## src/rtl/core/cma_pkg.sv

```systemverilog
// Shared constants for the centered moving average smoother.
`timescale 1ns / 1ps
`default_nettype none

package cma_pkg;

    // Window length register
    localparam int unsigned WL_W     = 5;
    localparam logic [WL_W-1:0] WL_RESET = 5'd5;

    // Fraction bits of the mean
    localparam int unsigned FRAC_W = 8;

    // Back-end sequencer state codes
    localparam int unsigned ST_W = 3;
    localparam logic [ST_W-1:0] ST_IDLE = 3'd0;
    localparam logic [ST_W-1:0] ST_EVAL = 3'd1;
    localparam logic [ST_W-1:0] ST_READ = 3'd2;
    localparam logic [ST_W-1:0] ST_ACC  = 3'd3;
    localparam logic [ST_W-1:0] ST_DIV  = 3'd4;
    localparam logic [ST_W-1:0] ST_DONE = 3'd5;

endpackage

`default_nettype wire

```

## src/rtl/core/cma_front.sv

```systemverilog
// Input side: accepts samples, tracks the series index and ring slot, flags the last item.
`timescale 1ns / 1ps
`default_nettype none

module cma_front #(
    parameter int unsigned MAX_WINDOW      = 31,
    parameter int unsigned SAMPLE_BITS     = 16,
    parameter int unsigned MAX_SERIES_LOG2 = 16,
    localparam int unsigned PTR_W = $clog2(MAX_WINDOW),
    localparam int unsigned ENT_W = 1 + PTR_W + MAX_SERIES_LOG2 + SAMPLE_BITS
) (
    input  wire logic                   clk,
    input  wire logic                   rst_n,
    input  wire logic                   in_valid,
    output logic                        in_stall,
    input  wire logic [SAMPLE_BITS-1:0] sample,
    input  wire logic                   final_sample,
    output logic                        push,
    output logic [ENT_W-1:0]            push_data,
    input  wire logic                   q_full
);

    logic [MAX_SERIES_LOG2-1:0] seen_reg, seen_next;
    logic [PTR_W-1:0]           ptr_reg, ptr_next;
    logic                       last;

    assign in_stall = q_full;
    assign push     = in_valid && !q_full;
    // an overlong series is cut at the top index
    assign last     = final_sample || (seen_reg == {MAX_SERIES_LOG2{1'b1}});
    assign push_data = {last, ptr_reg, seen_reg, sample};

    always_comb
    begin
        seen_next = seen_reg;
        ptr_next  = ptr_reg;
        if (push)
        begin
            if (last)
            begin
                seen_next = '0;
                ptr_next  = '0;
            end
            else
            begin
                seen_next = seen_reg + 1'b1;
                if (ptr_reg == PTR_W'(MAX_WINDOW - 1))
                    ptr_next = '0;
                else
                    ptr_next = ptr_reg + 1'b1;
            end
        end
    end

    always_ff @(posedge clk or negedge rst_n)
    begin
        if (!rst_n)
        begin
            seen_reg <= '0;
            ptr_reg  <= '0;
        end
        else
        begin
            seen_reg <= seen_next;
            ptr_reg  <= ptr_next;
        end
    end

endmodule

`default_nettype wire

```

## src/rtl/core/cma_queue.sv

```systemverilog
// Two-entry queue between the input side and the compute side.
`timescale 1ns / 1ps
`default_nettype none

module cma_queue #(
    parameter int unsigned WIDTH = 8
) (
    input  wire logic             clk,
    input  wire logic             rst_n,
    input  wire logic             push,
    input  wire logic [WIDTH-1:0] push_data,
    output logic                  full,
    input  wire logic             pop,
    output logic                  not_empty,
    output logic [WIDTH-1:0]      pop_data
);

    logic [WIDTH-1:0] data_reg [2];
    logic             wr_reg, wr_next;
    logic             rd_reg, rd_next;
    logic [1:0]       cnt_reg, cnt_next;

    assign full      = (cnt_reg == 2'd2);
    assign not_empty = (cnt_reg != 2'd0);
    assign pop_data  = data_reg[rd_reg];

    always_comb
    begin
        wr_next  = push ? !wr_reg : wr_reg;
        rd_next  = pop ? !rd_reg : rd_reg;
        cnt_next = cnt_reg;
        if (push && !pop)
            cnt_next = cnt_reg + 2'd1;
        else if (pop && !push)
            cnt_next = cnt_reg - 2'd1;
    end

    always_ff @(posedge clk or negedge rst_n)
    begin
        if (!rst_n)
        begin
            wr_reg  <= 1'b0;
            rd_reg  <= 1'b0;
            cnt_reg <= 2'd0;
        end
        else
        begin
            wr_reg  <= wr_next;
            rd_reg  <= rd_next;
            cnt_reg <= cnt_next;
        end
    end

    always_ff @(posedge clk)
    begin
        if (push)
            data_reg[wr_reg] <= push_data;
    end

endmodule

`default_nettype wire

```

## src/rtl/core/cma_back.sv

```systemverilog
// Compute side: sample ring, span accumulation, divide by span length, result register.
`timescale 1ns / 1ps
`default_nettype none

module cma_back #(
    parameter int unsigned MAX_WINDOW      = 31,
    parameter int unsigned SAMPLE_BITS     = 16,
    parameter int unsigned MAX_SERIES_LOG2 = 16,
    localparam int unsigned PTR_W  = $clog2(MAX_WINDOW),
    localparam int unsigned ENT_W  = 1 + PTR_W + MAX_SERIES_LOG2 + SAMPLE_BITS,
    localparam int unsigned MEAN_W = SAMPLE_BITS + cma_pkg::FRAC_W
) (
    input  wire logic                       clk,
    input  wire logic                       rst_n,
    input  wire logic [cma_pkg::WL_W-1:0]   window_length,
    input  wire logic                       q_not_empty,
    input  wire logic [ENT_W-1:0]           q_data,
    output logic                            q_pop,
    output logic                            out_valid,
    input  wire logic                       out_stall,
    output logic [MEAN_W-1:0]               mean_value,
    output logic [MAX_SERIES_LOG2-1:0]      position,
    output logic                            run_end
);

    localparam int unsigned SL    = MAX_SERIES_LOG2;
    localparam int unsigned CAP   = (MAX_WINDOW - 1) / 2;
    localparam int unsigned HW_W  = $clog2(CAP + 1);
    localparam int unsigned ZW    = $clog2(MAX_WINDOW + 1);
    localparam int unsigned SUM_W = SAMPLE_BITS + ZW;
    localparam int unsigned NUM_W = SUM_W + cma_pkg::FRAC_W;
    localparam int unsigned DC_W  = $clog2(NUM_W + 1);

    // queue entry fields
    logic                   e_last;
    logic [PTR_W-1:0]       e_ptr;
    logic [SL-1:0]          e_idx;
    logic [SAMPLE_BITS-1:0] e_sample;
    assign {e_last, e_ptr, e_idx, e_sample} = q_data;

    // half window from the register
    logic [cma_pkg::WL_W-1:0] w_odd;
    logic [cma_pkg::WL_W-2:0] hw_raw;
    logic [HW_W-1:0]          hw_cfg;
    always_comb
    begin
        w_odd  = window_length | cma_pkg::WL_W'(1);
        hw_raw = w_odd[cma_pkg::WL_W-1:1];
        if (32'(hw_raw) > CAP)
            hw_cfg = HW_W'(CAP);
        else
            hw_cfg = HW_W'(hw_raw);
    end

    logic [SAMPLE_BITS-1:0] mem [MAX_WINDOW];

    logic [cma_pkg::ST_W-1:0] st_reg, st_next;
    logic [SL-1:0]            nxt_reg, nxt_next;
    logic [PTR_W-1:0]         optr_reg, optr_next;
    logic                     ov_reg, ov_next;

    logic                     last_reg, last_next;
    logic [SL-1:0]            m_reg, m_next;
    logic [HW_W-1:0]          hw_reg, hw_next;
    logic [PTR_W-1:0]         rptr_reg, rptr_next;
    logic [HW_W:0]            cnt_reg, cnt_next;
    logic [ZW-1:0]            z_reg, z_next;
    logic signed [SUM_W-1:0]  sum_reg, sum_next;
    logic [NUM_W-1:0]         num_reg, num_next;
    logic [ZW-1:0]            rem_reg, rem_next;
    logic [DC_W-1:0]          dc_reg, dc_next;
    logic                     neg_reg, neg_next;
    logic [SAMPLE_BITS-1:0]   rd_reg;
    logic [MEAN_W-1:0]        mean_reg, mean_next;
    logic [SL-1:0]            pos_reg, pos_next;
    logic                     end_reg, end_next;

    // span evaluation
    logic            go;
    logic [SL-1:0]   dist_hi;
    logic [SL-1:0]   h_wide;
    logic [HW_W-1:0] h;
    logic [PTR_W:0]  start_w;
    logic [ZW:0]     rem_sh;
    logic [SUM_W-1:0] mag;
    logic [NUM_W-1:0] q_signed;

    always_comb
    begin
        go = (nxt_reg <= m_reg) &&
             (last_reg || ({1'b0, nxt_reg} + (SL+1)'(hw_reg) <= {1'b0, m_reg}));
        dist_hi = m_reg - nxt_reg;
        h_wide  = SL'(hw_reg);
        if (nxt_reg < h_wide)
            h_wide = nxt_reg;
        if (dist_hi < h_wide)
            h_wide = dist_hi;
        h = HW_W'(h_wide);
        if ({1'b0, optr_reg} >= (PTR_W+1)'(h))
            start_w = {1'b0, optr_reg} - (PTR_W+1)'(h);
        else
            start_w = {1'b0, optr_reg} + (PTR_W+1)'(MAX_WINDOW) - (PTR_W+1)'(h);
        rem_sh   = {rem_reg, num_reg[NUM_W-1]};
        mag      = sum_reg[SUM_W-1] ? SUM_W'(-sum_reg) : SUM_W'(sum_reg);
        q_signed = neg_reg ? -num_reg : num_reg;
    end

    always_comb
    begin
        st_next   = st_reg;
        nxt_next  = nxt_reg;
        optr_next = optr_reg;
        ov_next   = ov_reg;
        last_next = last_reg;
        m_next    = m_reg;
        hw_next   = hw_reg;
        rptr_next = rptr_reg;
        cnt_next  = cnt_reg;
        z_next    = z_reg;
        sum_next  = sum_reg;
        num_next  = num_reg;
        rem_next  = rem_reg;
        dc_next   = dc_reg;
        neg_next  = neg_reg;
        mean_next = mean_reg;
        pos_next  = pos_reg;
        end_next  = end_reg;
        q_pop     = 1'b0;

        if (ov_reg && !out_stall)
            ov_next = 1'b0;

        unique case (st_reg)
            cma_pkg::ST_IDLE:
            begin
                if (q_not_empty)
                begin
                    q_pop     = 1'b1;
                    last_next = e_last;
                    m_next    = e_idx;
                    hw_next   = hw_cfg;
                    st_next   = cma_pkg::ST_EVAL;
                end
            end
            cma_pkg::ST_EVAL:
            begin
                if (go)
                begin
                    rptr_next = PTR_W'(start_w);
                    cnt_next  = {h, 1'b0};
                    z_next    = ZW'({h, 1'b1});
                    sum_next  = '0;
                    st_next   = cma_pkg::ST_READ;
                end
                else
                begin
                    if (last_reg)
                    begin
                        nxt_next  = '0;
                        optr_next = '0;
                    end
                    st_next = cma_pkg::ST_IDLE;
                end
            end
            cma_pkg::ST_READ:
            begin
                st_next = cma_pkg::ST_ACC;
            end
            cma_pkg::ST_ACC:
            begin
                sum_next = sum_reg +
                    SUM_W'($signed({{(SUM_W-SAMPLE_BITS){rd_reg[SAMPLE_BITS-1]}}, rd_reg}));
                if (cnt_reg == '0)
                    st_next = cma_pkg::ST_DIV;
                else
                begin
                    cnt_next = cnt_reg - 1'b1;
                    if (rptr_reg == PTR_W'(MAX_WINDOW - 1))
                        rptr_next = '0;
                    else
                        rptr_next = rptr_reg + 1'b1;
                    st_next = cma_pkg::ST_READ;
                end
                // set up the divider on the final term
                if (cnt_reg == '0)
                begin
                    neg_next = sum_next[SUM_W-1];
                    num_next = '0;
                    rem_next = '0;
                    dc_next  = DC_W'(NUM_W);
                end
            end
            cma_pkg::ST_DIV:
            begin
                if (dc_reg == DC_W'(NUM_W))
                begin
                    // first DIV cycle loads the magnitude
                    num_next = {mag, cma_pkg::FRAC_W'(0)};
                    dc_next  = dc_reg - 1'b1;
                end
                else
                begin
                    if (rem_sh >= {1'b0, z_reg})
                    begin
                        rem_next = ZW'(rem_sh - {1'b0, z_reg});
                        num_next = {num_reg[NUM_W-2:0], 1'b1};
                    end
                    else
                    begin
                        rem_next = ZW'(rem_sh);
                        num_next = {num_reg[NUM_W-2:0], 1'b0};
                    end
                    if (dc_reg == '0)
                        st_next = cma_pkg::ST_DONE;
                    else
                        dc_next = dc_reg - 1'b1;
                end
            end
            cma_pkg::ST_DONE:
            begin
                if (!ov_reg || !out_stall)
                begin
                    ov_next   = 1'b1;
                    mean_next = MEAN_W'(q_signed);
                    pos_next  = nxt_reg;
                    end_next  = last_reg && (nxt_reg == m_reg);
                    if (last_reg && (nxt_reg == m_reg))
                    begin
                        // series closed; the index may sit at its top value
                        nxt_next  = '0;
                        optr_next = '0;
                        st_next   = cma_pkg::ST_IDLE;
                    end
                    else
                    begin
                        nxt_next = nxt_reg + 1'b1;
                        if (optr_reg == PTR_W'(MAX_WINDOW - 1))
                            optr_next = '0;
                        else
                            optr_next = optr_reg + 1'b1;
                        st_next = cma_pkg::ST_EVAL;
                    end
                end
            end
            default:
            begin
                st_next = cma_pkg::ST_IDLE;
            end
        endcase
    end

    always_ff @(posedge clk or negedge rst_n)
    begin
        if (!rst_n)
        begin
            st_reg   <= cma_pkg::ST_IDLE;
            nxt_reg  <= '0;
            optr_reg <= '0;
            ov_reg   <= 1'b0;
        end
        else
        begin
            st_reg   <= st_next;
            nxt_reg  <= nxt_next;
            optr_reg <= optr_next;
            ov_reg   <= ov_next;
        end
    end

    always_ff @(posedge clk)
    begin
        last_reg <= last_next;
        m_reg    <= m_next;
        hw_reg   <= hw_next;
        rptr_reg <= rptr_next;
        cnt_reg  <= cnt_next;
        z_reg    <= z_next;
        sum_reg  <= sum_next;
        num_reg  <= num_next;
        rem_reg  <= rem_next;
        dc_reg   <= dc_next;
        neg_reg  <= neg_next;
        mean_reg <= mean_next;
        pos_reg  <= pos_next;
        end_reg  <= end_next;
    end

    // sample ring
    always_ff @(posedge clk)
    begin
        if (q_pop)
            mem[e_ptr] <= e_sample;
        rd_reg <= mem[rptr_reg];
    end

    assign out_valid  = ov_reg;
    assign mean_value = mean_reg;
    assign position   = pos_reg;
    assign run_end    = end_reg;

endmodule

`default_nettype wire

```

## src/rtl/core/centered_moving_average_smoother_top.sv

```systemverilog
// Top level of the centered moving average smoother.
//
// Input channel: sample / final_sample under in_valid, taken when in_stall
// is low. A series ends on an item with final_sample set, or at index
// 2^MAX_SERIES_LOG2-1. Output channel: mean_value (8 fraction bits,
// truncated toward zero), position and run_end under out_valid, taken
// when out_stall is low.
// The result for position i is produced once sample i+h has arrived; the
// last item of a series flushes all pending results.
// Each result goes through one span check, one ring read and one add per
// span term, a load step plus 29 quotient bits (at default sizes) from the
// restoring divider, then the output load. Each item adds a pop step, and
// one more span check unless it closes the series. Items are handled one
// at a time, two can wait in the input queue.
// cfg_we/cfg_wdata write window_length (reset 5).
// Reset empties the queue and output register and restarts the series.
// A stalled output holds its item; the back end waits with the next
// result ready and the input queue fills, then in_stall rises.
`timescale 1ns / 1ps
`default_nettype none

module centered_moving_average_smoother_top #(
    parameter int unsigned MAX_WINDOW      = 31,
    parameter int unsigned SAMPLE_BITS     = 16,
    parameter int unsigned MAX_SERIES_LOG2 = 16
) (
    input  wire logic                                   clk,
    input  wire logic                                   rst_n,
    input  wire logic                                   cfg_we,
    input  wire logic [cma_pkg::WL_W-1:0]               cfg_wdata,
    input  wire logic                                   in_valid,
    output logic                                        in_stall,
    input  wire logic [SAMPLE_BITS-1:0]                 sample,
    input  wire logic                                   final_sample,
    output logic                                        out_valid,
    input  wire logic                                   out_stall,
    output logic [SAMPLE_BITS+cma_pkg::FRAC_W-1:0]      mean_value,
    output logic [MAX_SERIES_LOG2-1:0]                  position,
    output logic                                        run_end
);

    localparam int unsigned PTR_W = $clog2(MAX_WINDOW);
    localparam int unsigned ENT_W = 1 + PTR_W + MAX_SERIES_LOG2 + SAMPLE_BITS;

    // window length register
    logic [cma_pkg::WL_W-1:0] wl_reg, wl_next;
    assign wl_next = cfg_we ? cfg_wdata : wl_reg;

    always_ff @(posedge clk or negedge rst_n)
    begin
        if (!rst_n)
            wl_reg <= cma_pkg::WL_RESET;
        else
            wl_reg <= wl_next;
    end

    logic             push;
    logic [ENT_W-1:0] push_data;
    logic             q_full;
    logic             q_pop;
    logic             q_not_empty;
    logic [ENT_W-1:0] q_data;

    cma_front #(
        .MAX_WINDOW      (MAX_WINDOW),
        .SAMPLE_BITS     (SAMPLE_BITS),
        .MAX_SERIES_LOG2 (MAX_SERIES_LOG2)
    ) u_front (
        .clk          (clk),
        .rst_n        (rst_n),
        .in_valid     (in_valid),
        .in_stall     (in_stall),
        .sample       (sample),
        .final_sample (final_sample),
        .push         (push),
        .push_data    (push_data),
        .q_full       (q_full)
    );

    cma_queue #(
        .WIDTH (ENT_W)
    ) u_queue (
        .clk       (clk),
        .rst_n     (rst_n),
        .push      (push),
        .push_data (push_data),
        .full      (q_full),
        .pop       (q_pop),
        .not_empty (q_not_empty),
        .pop_data  (q_data)
    );

    cma_back #(
        .MAX_WINDOW      (MAX_WINDOW),
        .SAMPLE_BITS     (SAMPLE_BITS),
        .MAX_SERIES_LOG2 (MAX_SERIES_LOG2)
    ) u_back (
        .clk           (clk),
        .rst_n         (rst_n),
        .window_length (wl_reg),
        .q_not_empty   (q_not_empty),
        .q_data        (q_data),
        .q_pop         (q_pop),
        .out_valid     (out_valid),
        .out_stall     (out_stall),
        .mean_value    (mean_value),
        .position      (position),
        .run_end       (run_end)
    );

    // an accepted item is in the queue on the next cycle
    a_push_lands: assert property (@(posedge clk) disable iff (!rst_n)
        in_valid && !in_stall |=> q_not_empty)
        else $error("accepted item missing from queue");

    // a stalled result stays put with its payload
    a_out_hold: assert property (@(posedge clk) disable iff (!rst_n)
        out_valid && out_stall |=> out_valid && $stable(mean_value)
            && $stable(position) && $stable(run_end))
        else $error("stalled result changed");

endmodule

`default_nettype wire

```

## config.mk

```make
export PLATFORM = sky130hd
export DESIGN_NAME = centered_moving_average_smoother_top
export DESIGN_NICKNAME = d
export VERILOG_FILES = /design/src/rtl/core/cma_pkg.sv /design/src/rtl/core/cma_front.sv /design/src/rtl/core/cma_queue.sv /design/src/rtl/core/cma_back.sv /design/src/rtl/core/centered_moving_average_smoother_top.sv
export SDC_FILE = /design/constraint.sdc
export NUM_CORES = 1
export LEC_CHECK = 0
export BUFFER_PORTS_ARGS = -buffer_cell sky130_fd_sc_hd__buf_2
export CAP_MARGIN = 10
export CORE_MARGIN = 2
export CORE_UTILIZATION = 50
export CTS_BUF_LIST = sky130_fd_sc_hd__clkbuf_4
export CTS_CLUSTER_SIZE = 12
export DETAILED_ROUTE_END_ITERATION = 8
export GPL_ROUTABILITY_DRIVEN = 0
export GPL_TIMING_DRIVEN = 1
export MAX_ROUTING_LAYER = met4
export PLACE_DENSITY = 0.73
export SKIP_CTS_REPAIR_TIMING = 1
export SYNTH_ARGS = -nofsm -noshare
export SYNTH_HDL_FRONTEND = slang
export SYNTH_HIERARCHICAL = 1
export SYNTH_SLANG_ARGS = --single-unit
```

## constraint.sdc

```tcl
create_clock -name clk -period 6.03 [get_ports clk]
set_clock_uncertainty 0.1 [all_clocks]
set_input_delay 0.3015 -clock clk [delete_from_list [all_inputs] [get_ports clk]]
set_output_delay 0.3015 -clock clk [all_outputs]
set_load 0.02 [all_outputs]
```

Yosys cells after proc, flatten, opt, wreduce, memory -nomap -nowiden
Memories as Yosys holds them, arrays and structs flattened. A register that Yosys moved wholly into a read port is not among the register bits.
Index checks and enable logic that the tools add are counted.
{"block": "word_totals", "regBits": 192, "ramBits": 572, "out_inout_bits": 43, "wordCells": 166, "memories": 2}
{"name": "u_back.mem", "words": 31, "width": 16, "rd": 1, "rd_ports_with_merged_regs": 1, "wr": 1, "line_no": "cma_back.sv:55", "source": "logic [SAMPLE_BITS-1:0] mem [MAX_WINDOW];"}
{"name": "u_queue.data_reg", "words": 2, "width": 38, "rd": 1, "rd_ports_with_merged_regs": 0, "wr": 1, "line_no": "cma_queue.sv:18", "source": "logic [WIDTH-1:0] data_reg [2];"}
{"block": "classes", "addsub": 18, "n_lt_le_gt_ge": 6, "n_eq_ne": 22, "n_mux": 59, "n_reduce_logical": 35}
{"operator": "16-bit two-way mux", "n": 6}
{"operator": "5-bit two-way mux", "n": 19}
{"operator": "29-bit two-way mux", "n": 2}
{"operator": "29-bit case mux with 2 select lines", "n": 1}
{"operator": "5-bit case mux with 2 select lines", "n": 5}
{"operator": "21-bit two-way mux", "n": 2}
{"operator": "21-bit case mux with 2 select lines", "n": 1}
{"operator": "16-bit by 1-bit adder with 16-bit output (second input constant)", "n": 2}
{"operator": "16-bit case mux with 2 select lines", "n": 1}
{"operator": "24-bit two-way mux", "n": 1}
{"operator": "24-bit negator", "n": 1}
{"operator": "21-bit by 16-bit adder with 21-bit output", "n": 1}
{"operator": "21-bit negator", "n": 1}
{"operator": "5-bit equality test (second input constant)", "n": 4}
{"operator": "3-bit case mux with 6 select lines", "n": 1}
{"operator": "16-bit by 4-bit adder with 17-bit output", "n": 1}
{"operator": "17-bit by 16-bit less-or-equal comparator with 1-bit output", "n": 1}
{"operator": "16-bit equality test", "n": 1}
{"operator": "16-bit equality test (second input constant)", "n": 1}
{"operator": "16-bit less-or-equal comparator", "n": 1}
{"operator": "16-bit < comparator", "n": 1}
{"operator": "16-bit by 4-bit < comparator with 1-bit output", "n": 1}
{"operator": "16-bit subtractor", "n": 1}
{"operator": "5-bit by 1-bit adder with 5-bit output (second input constant)", "n": 3}
{"operator": "28 further kinds", "n": 81}

Depth between registers and ports, before layout
Gate-level depths: netlist (run 1).
{"block": "depth", "depth_word": 8, "mapped_depth": 32}

Modules after synthesis
Netlist (run 1), hierarchy kept.
{"module": "cma_back", "instances": 1, "cells_per_inst": 1886, "area_each_um2": 30068.8, "seq_area_each_um2": 19954.1}
{"module": "cma_queue", "instances": 1, "cells_per_inst": 134, "area_each_um2": 2977.9, "seq_area_each_um2": 2382.3}
{"module": "cma_front", "instances": 1, "cells_per_inst": 144, "area_each_um2": 1285.0, "seq_area_each_um2": 525.5}
{"module": "centered_moving_average_smoother_top", "instances": 1, "cells_per_inst": 10, "area_each_um2": 183.9, "seq_area_each_um2": 127.6}

Worst setup path after synthesis (run 1)
OpenSTA, ideal clock, no wires.
{"block": "synth_timing", "path_type": "register -> register", "startpoint": "reg u_back.nxt_reg[1]", "endpoint": "reg u_back.rptr_reg[4] (data pin)", "setup_time_ns": 0.267, "arrival_ns": 5.610, "required_ns": 5.663, "path_slack_ns": 0.053, "stages_incl_launch_ff": 28, "path_cell_list": "dfrtp_1 inv_1 ha_1 nor2b_1 o21ai_0 a21oi_1 o21ai_1 a21boi_0 o21ai_1 a21oi_1 o41ai_1 o2111ai_1 a21oi_1 xnor2_1 ha_1 nand4_1 nor4b_1 nor3b_2 nor2_1 o21ai_0 inv_1 ha_1 inv_1 nor4b_4 nor4_1 a2111o_1 a31oi_1 o22ai_1"}
{"block": "synth_between", "elab_chain_len": 8, "word_cells_on_any_way": 11}
{"element": "start, declared", "line_no": "cma_back.sv:58", "source": "logic [SL-1:0] nxt_reg, nxt_next;"}
{"element": "start signal, assigned", "line_no": "cma_back.sv:264", "source": "nxt_reg <= nxt_next;"}
{"element": "16-bit by 4-bit < comparator with 1-bit output", "line_no": "cma_back.sv:94", "source": "if (nxt_reg < h_wide)"}
{"element": "16-bit two-way mux", "line_no": "cma_back.sv:94"}
{"element": "16-bit < comparator", "line_no": "cma_back.sv:96", "source": "if (dist_hi < h_wide)"}
{"element": "4-bit two-way mux (*)", "line_no": "cma_back.sv:96"}
{"element": "net u_back.h_wide[0]", "line_no": "cma_back.sv:81", "source": "logic [SL-1:0] h_wide;"}
{"element": "5-bit by 4-bit subtractor with 5-bit output (tied with other cells)", "line_no": "cma_back.sv:102", "source": "start_w = {1'b0, optr_reg} + (PTR_W+1)'(MAX_WINDOW) - (PTR_W+1)'(h);"}
{"element": "5-bit two-way mux (*)", "line_no": "cma_back.sv:99", "source": "if ({1'b0, optr_reg} >= (PTR_W+1)'(h))"}
{"element": "5-bit two-way mux (*)", "line_no": "cma_back.sv:147", "source": "if (go)"}
{"element": "5-bit case mux with 2 select lines (*)", "line_no": "cma_back.sv:133", "source": "unique case (st_reg)"}
{"element": "net u_back.rptr_next[4]", "line_no": "cma_back.sv:65", "source": "logic [PTR_W-1:0] rptr_reg, rptr_next;"}
{"element": "end signal, assigned", "line_no": "cma_back.sv:275", "source": "rptr_reg <= rptr_next;"}
{"element": "end, declared", "line_no": "cma_back.sv:65"}
The timed path passes the listed nets; every way through them passes the cells marked *. The select of a mux whose other input is x is not followed.
A chain may end at the register's enable or synchronous reset.

Final worst setup path (run 1)
{"block": "layout_timing", "startpoint": "reg u_back.m_reg[0]", "endpoint": "reg u_back.rptr_reg[2] (data pin)"}
{"block": "layout_between", "elab_chain_len": 7, "word_cells_on_any_way": 9}
{"element": "start, declared", "line_no": "cma_back.sv:63", "source": "logic [SL-1:0] m_reg, m_next;"}
{"element": "start signal, assigned", "line_no": "cma_back.sv:273", "source": "m_reg <= m_next;"}
{"element": "16-bit subtractor (*)", "line_no": "cma_back.sv:92", "source": "dist_hi = m_reg - nxt_reg;"}
{"element": "16-bit < comparator", "line_no": "cma_back.sv:96"}
{"element": "4-bit two-way mux (*)", "line_no": "cma_back.sv:96"}
{"element": "5-bit by 4-bit subtractor with 5-bit output (tied with other cells)", "line_no": "cma_back.sv:102"}
{"element": "5-bit two-way mux (*)", "line_no": "cma_back.sv:99"}
{"element": "5-bit two-way mux (*)", "line_no": "cma_back.sv:147"}
{"element": "5-bit case mux with 2 select lines (*)", "line_no": "cma_back.sv:133"}
{"element": "net u_back.rptr_next[2]", "line_no": "cma_back.sv:65"}
Marks and branches as above.

==> results.tsv, run 1 <==
metric	value	unit
H-tree depth	4	
worst skew pair latency	1.04	ns
# DRC	0	
# setup viols final	0	
Mapped Area	34480	µm²
CP Capture Type	register	
DRT iter0 DRCs	1945	
synthesized area per cell	15.87	µm²
count of boundary I/O pins	70	
Worst Hold Class	in -> reg	
Slowest-stage cell, CP	edfxtp_1	
DRT Pass-1 Iters	8	
Worst Path Max Fanout	4	
CTS root buf	clkbuf_4	
Leak	14.01	nW
Die W	266.6	µm
Port Buf Inserts	68	
TritonCTS sink count	779	
Tcrit/Tclk final	96.47	%
max-cap violation count	0	
Hold Crit Start	final_sample	
internal cell power	12.17	mW
Cells after Synth	2172	
VDD IR max	0.4379	mV
Worst EP arrival	6.56	ns
HPWL Detailed	43560	µm
Least-Margin Pin Slew	1.126	ns
WL per Instance	20.89	µm
Logic pwr share	34.6	%
Clk pin slew, worst setup/hold paths	0.07	ns
crit path kind	reg -> reg	
Reg power frac	41.3	%
post-route cell area	39290	µm²
Setup TNS Final	0	ns
commonest cells after routing, fill and taps aside	edfxtp_1, clkbuf_4, nor2_1, mux4_2, nand2_1	
Worst path max stage delay	0.40	ns
clk buf depth	3	
Synthesis Warnings	6	
initial antenna violation count	5	
nets@finish	2596	
Slew Limit Fails	0	
DP Area	36030	µm²
vias post-DR	20073	
Final Hold Slack	0.02224	ns
Worst setup SP type	register	
fin util	57.39	%
final worst setup slack	0.2131	ns
Worst Path Required	6.77	ns
starting density of the core	50.36	%
Relative slew margins	24.92	%
commonest non-fill, non-tap cell in the layout	edfxtp_1	
RR Startpoint	u_back/m_reg[0]	
share of cells above drive strength 1	27.82	%
total wire length	73300	µm
overall routing resource usage	21.37	%
CTS buffer count	188	
Pwr Density	464.5	nW/µm²
f_max	171.9	MHz
Layout area overhead	13.96	%
CP dominant cell by count	a21oi_2	
Sw Share	33.32	%
largest net degree at the start of global routing	148	
Crit. Startpoint	u_back/m_reg[0]	
Via density	5.720	
Site Rows	96	
Tmin final	5.817	ns
Hold Fails Final Rpt	0	
max reg flops	496	
die height	266.6	µm
Routed Antenna Nets	0	
full die area	71070	µm²
core area	68470	µm²
vias in the first global route	20275	
CTS tree	built	
Clock Power Share	24.1	%
GR Overflow Total	0	
first-pass GRT wire length	112100	µm
status	finished clean	
switching pwr	6.081	mW
worst setup slack after placement	-0.2266	ns
-- worst max-delay path: cells and delay by family, from the launching register on --
| family | cells | cell delay (ns) |
|---|---|---|
| compound gates | 12 | 1.67 |
| xor+xnor | 1 | 0.09 |
| fa+ha+maj | 4 | 1.18 |
| buf+inv | 4 | 0.39 |
| flops | 1 | 0.40 |
| mux | 1 | 0.14 |
| simple gates | 8 | 1.70 |
-- final timing paths --
path,endpoint,slack [ns],cells after the start
worst max-delay path,u_back/rptr_reg[2],0.21,30
min in group asynchronous,u_back/nxt_reg[1],0.42,4
max in group asynchronous,u_front/seen_reg[5],4.89,4
worst max register to register,u_back/rptr_reg[2],0.21,30
worst min-delay path,u_front/seen_reg[15],0.02,3
worst min register to register,u_back/hw_reg[2],0.37,0
-- cell type report --
| class | instances | area [µm²] |
|---|---|---|
| fillers | 5230 | 29170 |
| flip-flops and latches | 779 | 22960 |
| clock buffers | 298 | 2237 |
| repair buffers | 196 | 1449 |
| multi-input cells | 1207 | 10890 |
| clock inverters | 44 | 265.3 |
| inverters | 96 | 360.3 |
| well taps | 882 | 1104 |
| diodes | 7 | 17.52 |
-- metal layers --
metal	routed length (µm)	vias up	GRT usage (%)	share of wire, %
li1	-	9108	-	-
met1	30680	10069	27.35	42
met2	36160	745	34.01	49
met3	4742	151	4.041	6.5
met4	1712	0	8.397	2.3
met5	0	-	-	0
-- stage by stage --
step                std cells  power [mW]
floorplan                2183       11.97
global route             3509       19.29
CTS                      3442       18.09
global placement         3100       13.41
finish                   3509       18.25
detailed placement       3100       13.66
-- power by group through the flow --
stage,Clock [mW],Sequential [mW],Combinational (mW)
floorplan,0,7.36,4.61
global placement,0,7.61,5.79
detailed placement,0,7.65,6.01
CTS,4.52,7.53,6.04
global route,4.81,7.60,6.87
finish,4.40,7.53,6.31
Note: power is estimated with default switching activity, not from simulation.
==> inputs of run 2 (changes only) <==
Settings changed: RECOVER_POWER from default to 50, SLEW_MARGIN from default to 20.
==> results.tsv, run 2 (synthesis results as in run 1) <==
metric	value	unit	change
GRT met2 Usage	34.01	%	unchanged
first-pass GRT wire length	112100	µm	unchanged
WL per Instance	20.90	µm	about the same
DRT Pass-1 Iters	5		-3
Worst Path Required	6.78	ns	about the same
Slew Limit Fails	166		+166
TritonCTS sink count	779		unchanged
f_max	171.6	MHz	-0.19%
CTS buffer count	188		unchanged
Tot Pwr	18.22	mW	-0.17%
HPWL Detailed	43560	µm	unchanged
switching pwr	6.077	mW	about the same
initial antenna violation count	5		unchanged
Pwr Density	465.2	nW/µm²	+0.15%
DRT iter0 DRCs	1992		+2.4%
VDD IR max	0.4359	mV	-0.47%
Tcrit/Tclk final	96.65	%	+0.18 points
core area	68470	µm²	unchanged
Final Hold Slack	0.009707	ns	-0.01254 ns
Tmin final	5.828	ns	+0.01083 ns
CP dominant cell by count	a21oi_2		
Worst path max stage delay	0.40	ns	about the same
Leak	13.81	nW	-1.4%
internal cell power	12.14	mW	-0.22%
met1 GRT Util	27.35	%	unchanged
Worst EP arrival	6.58	ns	+0.02 ns
FF-to-FF path depth	29		-3.3%
Worst Path Max Fanout	4		unchanged
GR Overflow Total	0		unchanged
Hold Path Depth	3		unchanged
Slowest-stage cell, CP	edfxtp_1		
Port Buf Inserts	68		unchanged
status	finished, violations left		
CTS tree	built		
max-cap violation count	4		+4
commonest cells after routing, fill and taps aside	edfxtp_1, clkbuf_4, nor2_1, mux4_2, nand2_1		
Hold Fails Final Rpt	0		unchanged
CTS root buf	clkbuf_4		
CP Capture Type	register		
H-tree depth	4		unchanged
overall routing resource usage	21.37	%	unchanged
Least-Margin Pin Slew	3.134	ns	+2.008 ns
nets@finish	2597		+0.039%
largest net degree at the start of global routing	148		unchanged
Reg power frac	41.3	%	about the same
die height	266.6	µm	unchanged
vias in the first global route	20275		unchanged
GR peak layer	met2		
Sw Share	33.35	%	+0.037 points
Layout area overhead	13.59	%	
Clk pin slew, worst setup/hold paths	0.07	ns	about the same
# DRC	0		unchanged
failing checks	max-capacitance violations, max-slew violations		
Site Rows	96		unchanged
Worst Hold Class	in -> reg		
vias post-DR	20186		+0.56%
commonest non-fill, non-tap cell in the layout	edfxtp_1		
worst skew pair latency	1.06	ns	+0.02 ns
Relative slew margins	-108.9	%	-130 points
starting density of the core	50.36	%	unchanged
Clock Power Share	24.2	%	about the same
total wire length	73390	µm	+0.13%
count of boundary I/O pins	70		unchanged
full die area	71070	µm²	unchanged
Die W	266.6	µm	unchanged
# setup viols final	0		unchanged
Logic pwr share	34.5	%	about the same
routing usage on met3	4.041	%	unchanged
crit path kind	reg -> reg		
Routed Antenna Nets	0		unchanged
clk buf depth	3		unchanged
Setup TNS Final	0	ns	unchanged
Via density	5.749		+0.51%
max reg flops	496		unchanged
Worst setup SP type	register		
share of cells above drive strength 1	24.72	%	-3.1 points
==> run 2: metal layers <==
| metal | routed length, µm | share of wire (%) |
|---|---|---|
| met1 | 30670 | 42 |
| met2 | 35960 | 49 |
| met3 | 4770 | 6.5 |
| met4 | 1984 | 2.7 |
| met5 | 0 | 0 |
==> run 2: worst paths after layout <==
kind,slack [ns],startpoint,end
setup / recovery,0.20,u_back/m_reg[1],u_back/rptr_reg[2]
hold / removal,0.01,final_sample,u_front/seen_reg[15]
setup reg to reg,0.20,u_back/m_reg[1],u_back/rptr_reg[2]
hold reg to reg,0.36,wl_reg[3],u_back/hw_reg[2]
max in group asynchronous,2.64,rst_n,u_back/out_valid
min in group asynchronous,1.39,rst_n,u_back/optr_reg[3]
==> run 2: metrics by stage <==
stage	utilization [%]	instances	area [µm²]	setup slack, ns
after floorplan	-	2183	34520	0.05266
after global placement	52.62	3100	36030	-0.03271
after detailed placement	52.62	3100	36030	-0.2266
after CTS	56.28	3442	38530	-0.3674
after global routing	57.20	3511	39170	-0.07254
final	57.20	3511	39170	0.2022
==> run 2: critical path: cells and delay by family (launching register included) <==
| kind | cells | cell delay, ns |
|---|---|---|
| simple gates | 9 | 1.85 |
| flops | 1 | 0.40 |
| mux | 1 | 0.14 |
| fa+ha+maj | 3 | 0.99 |
| xor+xnor | 1 | 0.10 |
| compound gates | 12 | 1.64 |
| buf+inv | 3 | 0.43 |
==> run 2: layout make-up <==
| cell class | instances | area (µm²) |
|---|---|---|
| Fill cell | 5275 | 29300 |
| Sequential cell | 779 | 22960 |
| Multi-Input combinational cell | 1207 | 10850 |
| Clock buffer | 298 | 2237 |
| Timing Repair Buffer | 197 | 1363 |
| Tap cell | 882 | 1104 |
| Inverter | 96 | 360.3 |
| Clock inverter | 44 | 265.3 |
| Antenna cell | 8 | 20.02 |
==> run 2: power groups by stage <==
| stage | clock network [mW] | registers, mW | logic, mW |
|---|---|---|---|
| after global placement | 0 | 7.61 | 5.79 |
| after floorplan | 0 | 7.36 | 4.61 |
| after global routing | 4.81 | 7.59 | 6.86 |
| after CTS | 4.52 | 7.53 | 6.04 |
| after detailed placement | 0 | 7.65 | 6.01 |
| final | 4.41 | 7.53 | 6.29 |
